## config.mk

```make
export PLATFORM = sky130hd
export DESIGN_NAME = huffman_triplet_rle_decoder_unit_flat
export DESIGN_NICKNAME = d
export VERILOG_FILES = /design/src/design/htrd_pkg.sv /design/src/design/htrd_channels.sv /design/src/design/htrd_tree_walk.sv /design/src/design/htrd_rle.sv /design/src/design/huffman_triplet_rle_decoder_unit.sv /design/src/flat_wrapper.sv
export VERILOG_INCLUDE_DIRS = /design/src /design/src/design
export SDC_FILE = /design/constraint.sdc
export NUM_CORES = 2
export LEC_CHECK = 0
export BUFFER_PORTS_ARGS = -buffer_cell sky130_fd_sc_hd__buf_2
export CAP_MARGIN = 40
export CELL_PAD_IN_SITES_DETAIL_PLACEMENT = 2
export CELL_PAD_IN_SITES_GLOBAL_PLACEMENT = 2
export CORE_UTILIZATION = 50
export CTS_BUF_LIST = sky130_fd_sc_hd__clkbuf_4
export DETAILED_ROUTE_END_ITERATION = 8
export PLACE_DENSITY_LB_ADDON = 0.1
export SYNTH_ARGS = -nofsm -noshare
export SYNTH_HDL_FRONTEND = slang
export SYNTH_SLANG_ARGS = --single-unit
```

## constraint.sdc

```tcl
create_clock -name clk -period 9 [get_ports clk]
set_input_delay 0.9 -clock clk [delete_from_list [all_inputs] [get_ports clk]]
set_output_delay 0.9 -clock clk [all_outputs]
set_load 0.005 [all_outputs]
```

## src/design/huffman_triplet_rle_decoder_unit_macros.svh

```systemverilog
// Assertion macros for the decoder top module.
`ifndef HUFFMAN_TRIPLET_RLE_DECODER_UNIT_MACROS_SVH
`define HUFFMAN_TRIPLET_RLE_DECODER_UNIT_MACROS_SVH
`ifndef ASSERT_OFF
`define HTRD_ASSERT(lbl, prop, msg) \
  lbl: assert property (@(posedge clk) disable iff (rst) prop) else $error(msg);
`define HTRD_ASSERT_NEXT(lbl, pre, post, msg) \
  lbl: assert property (@(posedge clk) disable iff (rst) (pre) |=> (post)) else $error(msg);
`else
`define HTRD_ASSERT(lbl, prop, msg)
`define HTRD_ASSERT_NEXT(lbl, pre, post, msg)
`endif
`endif

```

## src/design/htrd_pkg.sv

```systemverilog
`timescale 1ns / 1ps
package htrd_pkg;

  localparam int BITMAP_BYTES = 6080;
  localparam int MARKER_DEPTH = 256;
  localparam int TREE_DEPTH   = 256;

  localparam int EXP_DEFAULT_I = BITMAP_BYTES;
  localparam int EXP_EARLY_I   = BITMAP_BYTES + 64 + 760;
  localparam int EXP_PLAIN_I   = BITMAP_BYTES + 380 + 760;
  localparam int EXP_WIDE_I    = BITMAP_BYTES + 760 + 760;
  localparam int EXP_MAX       = 8191;

  localparam logic [12:0] EXP_DEFAULT = (EXP_DEFAULT_I > EXP_MAX) ? 13'(EXP_MAX)
                                                                  : 13'(EXP_DEFAULT_I);
  localparam logic [12:0] EXP_EARLY   = (EXP_EARLY_I > EXP_MAX) ? 13'(EXP_MAX)
                                                                : 13'(EXP_EARLY_I);
  localparam logic [12:0] EXP_PLAIN   = (EXP_PLAIN_I > EXP_MAX) ? 13'(EXP_MAX)
                                                                : 13'(EXP_PLAIN_I);
  localparam logic [12:0] EXP_WIDE    = (EXP_WIDE_I > EXP_MAX) ? 13'(EXP_MAX)
                                                               : 13'(EXP_WIDE_I);

  localparam logic KIND_HEADER = 1'b0;
  localparam logic KIND_RUN    = 1'b1;

  typedef enum logic [3:0] {
    PH_WAIT = 4'b0001,
    PH_TREE = 4'b0010,
    PH_HEAD = 4'b0100,
    PH_BODY = 4'b1000
  } phase_t;

  typedef logic [2:0][7:0] triple_t;

  typedef struct packed {
    logic       kind;
    logic [7:0] byte_value;
    logic [7:0] repeat_count;
    logic [3:0] colour_zero;
    logic [3:0] colour_three;
    logic       wide_colour_map;
    logic       picture_done;
    logic       last_of_item;
  } res_t;

  typedef struct packed {
    logic clear;
    logic load;
    logic start;
    logic step;
    logic take;
  } walk_cmd_t;

  typedef struct packed {
    logic bits_done;
    logic triple_done;
  } walk_stat_t;

  typedef struct packed {
    logic clear;
    logic header;
    logic lit;
    logic read;
    logic decide;
  } rle_cmd_t;

endpackage

```

## src/design/htrd_channels.sv

```systemverilog
`timescale 1ns / 1ps
interface htrd_item_if;
  logic       valid;
  logic       ready;
  logic [7:0] data_byte;
  logic       first_byte;
  modport source (output valid, output data_byte, output first_byte, input ready);
  modport sink (input valid, input data_byte, input first_byte, output ready);
endinterface

interface htrd_result_if;
  logic       valid;
  logic       ready;
  logic       kind;
  logic [7:0] byte_value;
  logic [7:0] repeat_count;
  logic [3:0] colour_zero;
  logic [3:0] colour_three;
  logic       wide_colour_map;
  logic       picture_done;
  logic       last_of_item;
  modport source (output valid, output kind, output byte_value, output repeat_count,
                  output colour_zero, output colour_three, output wide_colour_map,
                  output picture_done, output last_of_item, input ready);
  modport sink (input valid, input kind, input byte_value, input repeat_count,
                input colour_zero, input colour_three, input wide_colour_map,
                input picture_done, input last_of_item, output ready);
endinterface

interface htrd_cfg_if;
  logic valid;
  logic ready;
  logic early_layout;
  modport source (output valid, output early_layout, input ready);
  modport sink (input valid, input early_layout, output ready);
endinterface

```

## src/design/htrd_tree_walk.sv

```systemverilog
`timescale 1ns / 1ps
module htrd_tree_walk (
  input  logic                  clk,
  input  logic                  rst,
  input  htrd_pkg::walk_cmd_t   cmd,
  input  logic [7:0]            data,
  output htrd_pkg::walk_stat_t  stat,
  output htrd_pkg::triple_t     triple
);
  import htrd_pkg::*;

  logic [7:0] tree_mem [TREE_DEPTH];
  logic [7:0] rd_data;
  logic [8:0] tree_pos;
  logic [7:0] bits;
  logic [3:0] bit_cnt;
  logic [6:0] node_index;
  logic [1:0] leaf_count;
  triple_t    tri_buf;

  always_ff @(posedge clk) begin
    if (cmd.load && !tree_pos[8]) begin
      tree_mem[tree_pos[7:0]] <= data;
    end
    // bit 1 takes the first byte of the pair, bit 0 the second
    if (cmd.step) begin
      rd_data <= tree_mem[{node_index, ~bits[7]}];
    end
    if (cmd.start) begin
      bits <= data;
    end else if (cmd.step) begin
      bits <= {bits[6:0], 1'b0};
    end
  end

  always_ff @(posedge clk) begin
    if (rst) begin
      tree_pos   <= '0;
      bit_cnt    <= '0;
      node_index <= '0;
      leaf_count <= '0;
      tri_buf    <= '0;
    end else begin
      if (cmd.clear) begin
        tree_pos   <= '0;
        node_index <= '0;
        leaf_count <= '0;
        tri_buf    <= '0;
      end
      if (cmd.load && !tree_pos[8]) begin
        tree_pos <= tree_pos + 9'd1;
      end
      if (cmd.start) begin
        bit_cnt <= 4'd8;
      end else if (cmd.step) begin
        bit_cnt <= bit_cnt - 4'd1;
      end
      if (cmd.take) begin
        if (rd_data[7]) begin
          node_index <= rd_data[6:0];
        end else begin
          node_index <= '0;
          if (leaf_count != 2'd3) begin
            tri_buf[leaf_count] <= rd_data;
            leaf_count <= leaf_count + 2'd1;
          end else begin
            // spread the fourth leaf over the top bits of the three before it
            tri_buf[0] <= tri_buf[0] | {rd_data[5:4], 6'b0};
            tri_buf[1] <= tri_buf[1] | {rd_data[3:2], 6'b0};
            tri_buf[2] <= tri_buf[2] | {rd_data[1:0], 6'b0};
            leaf_count <= '0;
          end
        end
      end
    end
  end

  assign stat.bits_done   = (bit_cnt == 4'd0);
  assign stat.triple_done = cmd.take && !rd_data[7] && (leaf_count == 2'd3);
  assign triple           = tri_buf;

endmodule

```

## src/design/htrd_rle.sv

```systemverilog
`timescale 1ns / 1ps
module htrd_rle (
  input  logic               clk,
  input  logic               rst,
  input  htrd_pkg::rle_cmd_t cmd,
  input  logic [7:0]         value,
  input  htrd_pkg::triple_t  triple,
  input  logic               early_layout,
  output htrd_pkg::res_t     res,
  output logic               res_valid,
  output logic               full
);
  import htrd_pkg::*;

  // value -> highest marker slot holding it
  logic [7:0]   rev_mem [256];
  logic [255:0] rev_valid;
  logic [7:0]   rev_q;
  logic         hit_q;

  logic [7:0]  last_literal;
  logic [12:0] bytes_written;
  logic [12:0] bytes_expected;
  logic [7:0]  marker_fill;
  logic [7:0]  marker_total;

  logic        store;
  logic        slot_ok;
  logic [7:0]  rep;
  logic        run_go;
  logic [7:0]  run_val;
  logic [7:0]  want;
  logic [12:0] room;
  logic [7:0]  cnt;
  logic [12:0] written_new;
  logic        emit;

  always_comb begin
    store   = marker_fill < marker_total;
    slot_ok = {1'b0, marker_fill} < 9'(MARKER_DEPTH);
    rep     = hit_q ? rev_q + 8'd1 : 8'd0;
    run_go  = cmd.lit || (cmd.decide && !store);
    if (cmd.lit) begin
      run_val = triple[2];
      want    = 8'd1;
    end else if (rep != 8'd0) begin
      run_val = last_literal;
      want    = rep;
    end else begin
      run_val = value;
      want    = 8'd1;
    end
    room        = (bytes_written < bytes_expected) ? bytes_expected - bytes_written : '0;
    cnt         = ({5'b0, want} < room) ? want : room[7:0];
    written_new = bytes_written + {5'b0, cnt};
    emit        = run_go && (cnt != 8'd0);
  end

  always_ff @(posedge clk) begin
    if (cmd.read) begin
      rev_q <= rev_mem[value];
    end
    if (cmd.decide && store && slot_ok) begin
      rev_mem[value] <= marker_fill;
    end
  end

  always_ff @(posedge clk) begin
    if (rst) begin
      rev_valid      <= '0;
      hit_q          <= 1'b0;
      last_literal   <= '0;
      bytes_written  <= '0;
      bytes_expected <= EXP_DEFAULT;
      marker_fill    <= '0;
      marker_total   <= '0;
    end else begin
      if (cmd.read) begin
        hit_q <= rev_valid[value];
      end
      if (cmd.clear) begin
        last_literal   <= '0;
        bytes_written  <= '0;
        bytes_expected <= EXP_DEFAULT;
        marker_fill    <= '0;
        marker_total   <= '0;
      end
      if (cmd.header) begin
        rev_valid     <= '0;
        bytes_written <= '0;
        marker_fill   <= '0;
        if (early_layout) begin
          marker_total   <= triple[2];
          bytes_expected <= EXP_EARLY;
        end else if (triple[0] == 8'd0) begin
          marker_total   <= '0;
          bytes_expected <= EXP_PLAIN;
        end else begin
          marker_total   <= triple[2];
          bytes_expected <= EXP_WIDE;
        end
      end
      if (cmd.decide && store) begin
        if (slot_ok) begin
          rev_valid[value] <= 1'b1;
        end
        marker_fill <= marker_fill + 8'd1;
      end
      if (cmd.lit) begin
        last_literal <= triple[2];
      end else if (cmd.decide && !store && rep == 8'd0 && bytes_written < bytes_expected) begin
        last_literal <= value;
      end
      if (emit) begin
        bytes_written <= written_new;
      end
    end
  end

  always_comb begin
    res = '0;
    if (cmd.header) begin
      res.kind = KIND_HEADER;
      if (early_layout) begin
        res.colour_zero  = triple[0][3:0];
        res.colour_three = triple[1][3:0];
      end else if (triple[0] != 8'd0) begin
        res.colour_zero     = triple[1][3:0];
        res.colour_three    = triple[1][3:0];
        res.wide_colour_map = 1'b1;
      end
    end else begin
      res.kind         = KIND_RUN;
      res.byte_value   = run_val;
      res.repeat_count = cnt;
      res.picture_done = written_new >= bytes_expected;
    end
  end

  assign res_valid = cmd.header || emit;
  assign full      = bytes_written >= bytes_expected;

endmodule

```

## src/design/huffman_triplet_rle_decoder_unit.sv

```systemverilog
`timescale 1ns / 1ps
// Decoder for tree-coded, triple-packed, run-length compressed pictures.
// items carries one stream byte per beat; first_byte marks the tree size byte
// that starts a picture. results carries header and run beats, with
// last_of_item set on the final beat caused by one input byte. cfg writes the
// early_layout register and is always ready; write it while the block idles.
// A size byte, a tree byte or a byte before the first start is taken in the
// idle state alone, so such bytes can follow back to back. A coded byte is
// accepted, then each bit is one read of the tree memory with registered
// data (a bit step, then a node step). A last bit step sees the end of the
// bits and a close step ends the byte; each value of a finished triple adds
// a marker lookup memory read, then a decision, and the header adds a header
// step and, for the plain layout, a literal step. A byte finishes at most
// two triples. Once the picture total is reached a byte passes only accept,
// one bit check and close. Results pass through a holding register and an
// output register, so a stalled receiver stops the walk only when both are
// full; the next byte is accepted as soon as the last result of the current
// one is in the output register. Reset returns to waiting for a first byte;
// the tree and marker memories are not cleared and need no clearing pass.
`include "huffman_triplet_rle_decoder_unit_macros.svh"
module huffman_triplet_rle_decoder_unit (
  input  logic           clk,
  input  logic           rst,
  htrd_item_if.sink      items,
  htrd_result_if.source  results,
  htrd_cfg_if.sink       cfg
);
  import htrd_pkg::*;

  typedef enum logic [6:0] {
    ST_IDLE  = 7'b0000001,
    ST_BIT   = 7'b0000010,
    ST_NODE  = 7'b0000100,
    ST_HDR   = 7'b0001000,
    ST_HLIT  = 7'b0010000,
    ST_RD    = 7'b0100000,
    ST_DEC   = 7'b1000000
  } state_t;

  state_t      state, state_next;
  logic        flushing, flushing_next;
  phase_t      phase, phase_next;
  logic [9:0]  tree_bytes_left, tree_bytes_left_next;
  logic [1:0]  elem, elem_next;
  logic        early_layout;

  walk_cmd_t   wcmd;
  walk_stat_t  wstat;
  triple_t     triple;
  rle_cmd_t    rcmd;
  res_t        rle_res;
  logic        rle_valid;
  logic        full;

  res_t        out_q;
  logic        out_valid;
  res_t        pend_q;
  logic        pend_valid;
  logic        stall;
  logic        flush_move;
  logic        accept;
  logic [8:0]  size_p1;

  htrd_tree_walk u_walk (
    .clk    (clk),
    .rst    (rst),
    .cmd    (wcmd),
    .data   (items.data_byte),
    .stat   (wstat),
    .triple (triple)
  );

  htrd_rle u_rle (
    .clk          (clk),
    .rst          (rst),
    .cmd          (rcmd),
    .value        (triple[elem]),
    .triple       (triple),
    .early_layout (early_layout),
    .res          (rle_res),
    .res_valid    (rle_valid),
    .full         (full)
  );

  assign items.ready = (state == ST_IDLE) && !flushing;
  assign accept      = items.valid && items.ready;
  assign cfg.ready   = 1'b1;
  assign stall       = pend_valid && out_valid && !results.ready;
  assign flush_move  = flushing && pend_valid && !(out_valid && !results.ready);
  assign size_p1     = {1'b0, items.data_byte} + 9'd1;

  always_comb begin
    state_next           = state;
    flushing_next        = flushing;
    phase_next           = phase;
    tree_bytes_left_next = tree_bytes_left;
    elem_next            = elem;
    wcmd                 = '0;
    rcmd                 = '0;
    if (flushing) begin
      // hand the held beat on as the last of its byte
      if (!pend_valid || flush_move) begin
        flushing_next = 1'b0;
      end
    end else begin
      case (state)
        ST_IDLE: begin
          if (accept) begin
            if (items.first_byte) begin
              wcmd.clear           = 1'b1;
              rcmd.clear           = 1'b1;
              phase_next           = PH_TREE;
              tree_bytes_left_next = {size_p1, 1'b0};
            end else if (phase == PH_TREE) begin
              wcmd.load = 1'b1;
              if (tree_bytes_left > 10'd1) begin
                tree_bytes_left_next = tree_bytes_left - 10'd1;
              end else begin
                tree_bytes_left_next = '0;
                phase_next           = PH_HEAD;
              end
            end else if (phase == PH_HEAD || phase == PH_BODY) begin
              wcmd.start = 1'b1;
              state_next = ST_BIT;
            end
          end
        end
        ST_BIT: begin
          if (wstat.bits_done || (phase == PH_BODY && full)) begin
            state_next    = ST_IDLE;
            flushing_next = 1'b1;
          end else begin
            wcmd.step  = 1'b1;
            state_next = ST_NODE;
          end
        end
        ST_NODE: begin
          wcmd.take = 1'b1;
          if (wstat.triple_done) begin
            elem_next  = '0;
            state_next = (phase == PH_HEAD) ? ST_HDR : ST_RD;
          end else begin
            state_next = ST_BIT;
          end
        end
        ST_HDR: begin
          if (!stall) begin
            rcmd.header = 1'b1;
            phase_next  = PH_BODY;
            state_next  = (!early_layout && triple[0] == 8'd0) ? ST_HLIT : ST_BIT;
          end
        end
        ST_HLIT: begin
          if (!stall) begin
            rcmd.lit   = 1'b1;
            state_next = ST_BIT;
          end
        end
        ST_RD: begin
          rcmd.read  = 1'b1;
          state_next = ST_DEC;
        end
        ST_DEC: begin
          if (!stall) begin
            rcmd.decide = 1'b1;
            if (elem == 2'd2) begin
              state_next = ST_BIT;
            end else begin
              elem_next  = elem + 2'd1;
              state_next = ST_RD;
            end
          end
        end
        default: begin
          state_next = ST_IDLE;
        end
      endcase
    end
  end

  always_ff @(posedge clk) begin
    if (rst) begin
      state           <= ST_IDLE;
      flushing        <= 1'b0;
      phase           <= PH_WAIT;
      tree_bytes_left <= '0;
      elem            <= '0;
      early_layout    <= 1'b0;
      out_valid       <= 1'b0;
      pend_valid      <= 1'b0;
    end else begin
      state           <= state_next;
      flushing        <= flushing_next;
      phase           <= phase_next;
      tree_bytes_left <= tree_bytes_left_next;
      elem            <= elem_next;
      if (cfg.valid) begin
        early_layout <= cfg.early_layout;
      end
      if ((rle_valid && pend_valid) || flush_move) begin
        out_valid <= 1'b1;
      end else if (results.ready) begin
        out_valid <= 1'b0;
      end
      if (rle_valid) begin
        pend_valid <= 1'b1;
      end else if (flush_move) begin
        pend_valid <= 1'b0;
      end
    end
  end

  always_ff @(posedge clk) begin
    if (rle_valid && pend_valid) begin
      out_q <= pend_q;
    end else if (flush_move) begin
      out_q              <= pend_q;
      out_q.last_of_item <= 1'b1;
    end
    if (rle_valid) begin
      pend_q <= rle_res;
    end
  end

  assign results.valid           = out_valid;
  assign results.kind            = out_q.kind;
  assign results.byte_value      = out_q.byte_value;
  assign results.repeat_count    = out_q.repeat_count;
  assign results.colour_zero     = out_q.colour_zero;
  assign results.colour_three    = out_q.colour_three;
  assign results.wide_colour_map = out_q.wide_colour_map;
  assign results.picture_done    = out_q.picture_done;
  assign results.last_of_item    = out_q.last_of_item;

  `HTRD_ASSERT(a_idle_no_pend, items.ready |-> !pend_valid, "byte accepted with result held")
  `HTRD_ASSERT(a_hdr_phase, (rle_valid && rle_res.kind == KIND_HEADER) |-> phase == PH_HEAD,
               "header result outside header phase")
  `HTRD_ASSERT(a_triple_node, wstat.triple_done |-> state == ST_NODE,
               "triple finished outside node step")
  `HTRD_ASSERT_NEXT(a_flush_last, flush_move, out_valid && out_q.last_of_item,
                    "closing beat lost its last mark")

endmodule

```

## src/flat_wrapper.sv

```systemverilog
// flat-port wrapper written by rule: the top's interface ports become plain ports
module huffman_triplet_rle_decoder_unit_flat import htrd_pkg::*;
  (clk, rst, items_valid, items_data_byte, items_first_byte, items_ready, results_valid, results_kind, results_byte_value, results_repeat_count, results_colour_zero, results_colour_three, results_wide_colour_map, results_picture_done, results_last_of_item, results_ready, cfg_valid, cfg_early_layout, cfg_ready);
  htrd_item_if items_i ();
  htrd_result_if results_i ();
  htrd_cfg_if cfg_i ();
  input  logic clk;
  input  logic rst;
  input wire logic [$bits(items_i.valid)-1:0] items_valid;
  input wire logic [$bits(items_i.data_byte)-1:0] items_data_byte;
  input wire logic [$bits(items_i.first_byte)-1:0] items_first_byte;
  output wire logic [$bits(items_i.ready)-1:0] items_ready;
  output wire logic [$bits(results_i.valid)-1:0] results_valid;
  output wire logic [$bits(results_i.kind)-1:0] results_kind;
  output wire logic [$bits(results_i.byte_value)-1:0] results_byte_value;
  output wire logic [$bits(results_i.repeat_count)-1:0] results_repeat_count;
  output wire logic [$bits(results_i.colour_zero)-1:0] results_colour_zero;
  output wire logic [$bits(results_i.colour_three)-1:0] results_colour_three;
  output wire logic [$bits(results_i.wide_colour_map)-1:0] results_wide_colour_map;
  output wire logic [$bits(results_i.picture_done)-1:0] results_picture_done;
  output wire logic [$bits(results_i.last_of_item)-1:0] results_last_of_item;
  input wire logic [$bits(results_i.ready)-1:0] results_ready;
  input wire logic [$bits(cfg_i.valid)-1:0] cfg_valid;
  input wire logic [$bits(cfg_i.early_layout)-1:0] cfg_early_layout;
  output wire logic [$bits(cfg_i.ready)-1:0] cfg_ready;
  assign items_i.valid = items_valid;
  assign items_i.data_byte = items_data_byte;
  assign items_i.first_byte = items_first_byte;
  assign items_ready = items_i.ready;
  assign results_valid = results_i.valid;
  assign results_kind = results_i.kind;
  assign results_byte_value = results_i.byte_value;
  assign results_repeat_count = results_i.repeat_count;
  assign results_colour_zero = results_i.colour_zero;
  assign results_colour_three = results_i.colour_three;
  assign results_wide_colour_map = results_i.wide_colour_map;
  assign results_picture_done = results_i.picture_done;
  assign results_last_of_item = results_i.last_of_item;
  assign results_i.ready = results_ready;
  assign cfg_i.valid = cfg_valid;
  assign cfg_i.early_layout = cfg_early_layout;
  assign cfg_ready = cfg_i.ready;
  huffman_triplet_rle_decoder_unit u_core (.clk(clk), .rst(rst), .items(items_i), .results(results_i), .cfg(cfg_i));
endmodule
```

==> impl_results.md, run 1 <==
* Status: stopped before the end
* Failing step: 3_5_place_dp
* First error: [ERROR DPL-0033] detailed placement checks failed during check placement.
* Post-synth EDFFs at 4175
* Initial Util at 0.504
* HPWL Detailed at 454000 um
* I/O Pins at 46
* Die Wd at 604 um
* Seq/Total Area, Yosys at 0.732
* Synth warnings at 0
* Async S/R FF share, synth at 0
* FF+latch count, synth at 4549
* Mapped Cells at 11200
* Post-Syn Area per Cell at 16.2 um2
* GP Congestion at 0.933
* Synthesized net count at 11300
* Post-Syn Area at 181000 um2
* Row count at 220
* Die Span Y at 604 um
* Port buffer count at 44
* Post-synth top flop: edfxtp_1
* Library cells used by synthesis at 90
## metrics by stage
step | area, um2 | hold slack (ns) | cells | setup slack [ns]
floorplan | 181000 | 0.400 | 11200 | 2.50
global placement | 187000 | 0.402 | 15600 | 0.782
## kinds of logic after synthesis
family / count (synthesis) / synth area share
flip-flops: 4549 / 0.732
AND/OR/NAND/NOR: 3722 / 0.0881
multiplexers: 1012 / 0.113
AO/OA/AOI/OAI: 1006 / 0.0395
buffers and inverters: 811 / 0.0209
adder cells (fa/ha/maj): 61 / 0.00425
XOR/XNOR: 35 / 0.00169
other: 1 / 0.0000207
## cell usage after synthesis (all sizes together), types with 21 or more instances
master | number | area share
mux2i | 170 | 0.0094
a32oi | 62 | 0.0030
inv | 84 | 0.0017
a22oi | 325 | 0.013
o22ai | 25 | 0.00090
nand2 | 1672 | 0.035
o2111ai | 21 | 0.0010
dfxtp | 374 | 0.041
a31oi | 65 | 0.0022
clkbuf | 307 | 0.0064
a21oi | 175 | 0.0048
a311oi | 76 | 0.0037
o21ai | 95 | 0.0028
nand4 | 88 | 0.0030
buf | 420 | 0.013
mux4 | 829 | 0.10
nor4 | 25 | 0.0011
and3 | 109 | 0.0038
and2 | 30 | 0.0010
o211ai | 30 | 0.0012
nand3 | 675 | 0.019
nor2 | 966 | 0.020
edfxtp | 4175 | 0.69
nor3 | 48 | 0.0015
ha | 60 | 0.0041
==> inputs of run 2 (changes only) <==
- CELL_PAD_IN_SITES_DETAIL_PLACEMENT: 2 -> default
- CELL_PAD_IN_SITES_GLOBAL_PLACEMENT: 2 -> default
- CORE_UTILIZATION: 50 -> 35
- CTS_BUF_LIST: sky130_fd_sc_hd__clkbuf_4 -> default
- PLACE_DENSITY_LB_ADDON: 0.1 -> 0.15
==> run 2 against run 1 <==
  * The flow now finishes, with violations (DRC)
  * Synthesized area did not move
  * Synthesized cell count did not move
==> impl_results.md, run 2 <==
* Final Instance Area at 207000 um2
* Via Count at 105000
* Commonest non-fill, non-tap cell in the layout: edfxtp_1
* Multi-input gate area at 45100 um2
* Power Dens Cells at 205 nW/um2
* Synth warnings at 0
* Vias in the first global route at 103000
* Setup CP Type: flip-flop to flip-flop
* Met3 GRT Util at 0.0390
* Fin util at 0.401
* Antenna viol nets, final at 0
* Post-Syn Area at 181000 um2
* Port buffer count at 44
* Final Skew at 0.131 ns
* Setup TNS at 0 ns
* Synth top area share at 0.691
* Most frequent cells in the layout: edfxtp_1 (4175), nand2_1 (1662), nor2_1 (942)
* Library cells used by synthesis at 90
* Worst-path clk slew at 0.07 ns
* MaxCap Viol Count at 0
* F_max at 126 MHz
* Data arrival, critical path at 8.69 ns
* Row count at 264
* Most frequent cell after synthesis: edfxtp_1
* Global route overflow at 0
* Synthesized net count at 11300
* Post-Synth Simple-Gate Area at 0.0881
* Initial antenna violation count at 41
* Async S/R FF share, synth at 0
* Die Wd at 722 um
* Total Routed Length at 582000 um
* Compound-cell area share of the yosys netlist at 0.0395
* HPWL Detailed at 372000 um
* CP peak stage delay at 0.67 ns
* Root Buffer: clkbuf_16
* Synth area leaders: edfxtp_1 (69%), mux4_2 (10%), dfxtp_1 (4.1%)
* Grt met1 use at 0.312
* Placed cell area at 192000 um2
* Post-synthesis mux area share at 0.113
* I/O Pins at 46
* Fin crit share at 0.880
* GP Congestion at 0.895
* Met2 Track Usage GR at 0.337
* GRT Max-Usage Layer: met2
* Total GRT Usage at 0.218
* Hold Fails Final Rpt at 0
* Data required, critical path at 9.78 ns
* CTS resizes at 0
* Maximum root-to-sink buffer count at 4
* Proportion of layout cells with a drive suffix above 1 at 0.181
* First-pass GRT wire length at 817000 um
* Crit path capture type: flip-flop
* Max Slew Vio Count at 0
* Critical-path top delay cell: a21oi_1
* Unrepaired setup endpoints after global routing: false
* Setup-failing EPs final at 0
* Final hold slack at 0.132 ns
* Post-synth top flop: edfxtp_1
* DIE AREA at 521000 um2
* Violation count after the first detailed-route iteration at 13200
* Crit-path max FO at 11
* Setup bufs post-CTS at 0
* Post-Synth Adder-Cell Area at 0.00425
* Post-synth top cells: edfxtp_1 (4175), nand2_1 (1672), nor2_1 (957)
* Mapped Cells at 11200
* # DRC at 49
* # fillers at 47000
* Measured slew at the worst slew-check pin at 1.31 ns
* Cts bufs inserted at 482
* CTS tree: yes
* Core area at 517000 um2
* FF+latch count, synth at 4549
* Fin nets at 11600
* Clk sinks at 4549
* Worst VDD drop at 0.162 mV
* Leak at 0.0660 uW
* Post-synth EDFFs at 4175
* Htree depth at 5
* Area delta synth->final at 14.3%
* Post-Syn Area per Cell at 16.2 um2
* FF+latch area at 133000 um2
* Leading area contributor after synthesis: edfxtp_1
* Vias per std cell at 5.58
* DRT Pass-1 Iters at 9
* Min Tclk post-route at 7.92 ns
* Failing checks: DRC
* Seq/Total Area, Yosys at 0.732
* Maximum number of pins on one net before global-route repair at 217
* Relative slew margins at 0.128
* Hold Buf Count CTS at 0
* Xor/xnor cell area share of the yosys netlist at 0.00169
* Die Span Y at 722 um
* Clock latency on the worst-skew pair at 1.04 ns
* Status: complete, but fails checks
* HP Class: input port to flip-flop
* Initial Util at 0.351
* Worst setup SP type: flip-flop
* Routed len/inst at 30.9 um
* Largest family of logic cells by synthesized area: multiplexers
-- run 2: cell counts after synthesis --
Identical to the previous run, type by type.
-- run 2: stage by stage --
stage                     setup slack, ns  power [uW]  cells
after floorplan                      2.50       23500  11200
after global placement               1.03       23700  17700
after detailed placement             1.22       23800  17900
after CTS                            1.17       42900  18800
after global routing                0.469       43700  18800
final                                1.08       42600  18900
-- run 2: worst paths after layout --
| kind | depth (start not counted) | slack (ns) | start | endpoint |
|---|---|---|---|---|
| worst min-delay path | 3 | 0.13 | cfg_early_layout | u_core.early_layout |
| worst max-delay path | 33 | 1.08 | u_core.u_rle.bytes_written[2] | u_core.pend_q[1] |
| worst max register to register | 33 | 1.08 | u_core.u_rle.bytes_written[2] | u_core.pend_q[1] |
| worst min register to register | 0 | 0.41 | u_core.pend_q[8] | u_core.results.colour_zero[1] |
-- run 2: worst max-delay path: cells and delay by family (launching register included) --
family | cells | cell delay [ns]
flip-flops | 1 | 0.36
AND/OR/NAND/NOR | 8 | 1.77
adder cells (fa/ha/maj) | 5 | 1.54
multiplexers | 1 | 0.29
buffers and inverters | 3 | 0.17
AO/OA/AOI/OAI | 15 | 3.37
XOR/XNOR | 1 | 0.17
-- run 2: cell families (layout without fill, tap and decap cells) --
group                      count (synthesis)  in the layout
DFF                                     4549           4549
and+or+nand+nor                         3722           3722
muxes                                   1012           1012
AOI/OAI and AO/OA                       1006           1006
buffers and inverters                    811           1539
adders and majority gates                 61             61
xor gates and xnor gates                  35             35
other                                      1             12
-- run 2: area by class of cell --
type | instances | share of cell area
Inverter | 84 | 0.00156
Clock inverter | 231 | 0.00985
Timing Repair Buffer | 579 | 0.0255
Tap cell | 6916 | 0.0417
Sequential cell | 4549 | 0.641
Clock buffer | 645 | 0.0632
Antenna cell | 11 | 0.000133
Multi-Input combinational cell | 5837 | 0.217
-- run 2: power by group --
group          internal, uW  leakage (uW)  switching (uW)  total, uW
sequential            22900        0.0417            10.6      22900
combinational          87.2        0.0169             332        419
clock                 10900       0.00737            8360      19300
total                 33900        0.0660            8710      42600
-- run 2: layer usage --
layer | vias to the layer above | routed length, um | share of wire
li1 | 44200 | - | -
met1 | 55700 | 251000 | 0.43
met2 | 4423 | 263000 | 0.45
met3 | 901 | 44900 | 0.077
met4 | 8 | 23000 | 0.039
met5 | - | 55 | 0.000094
(Power assumes the default switching activity.)
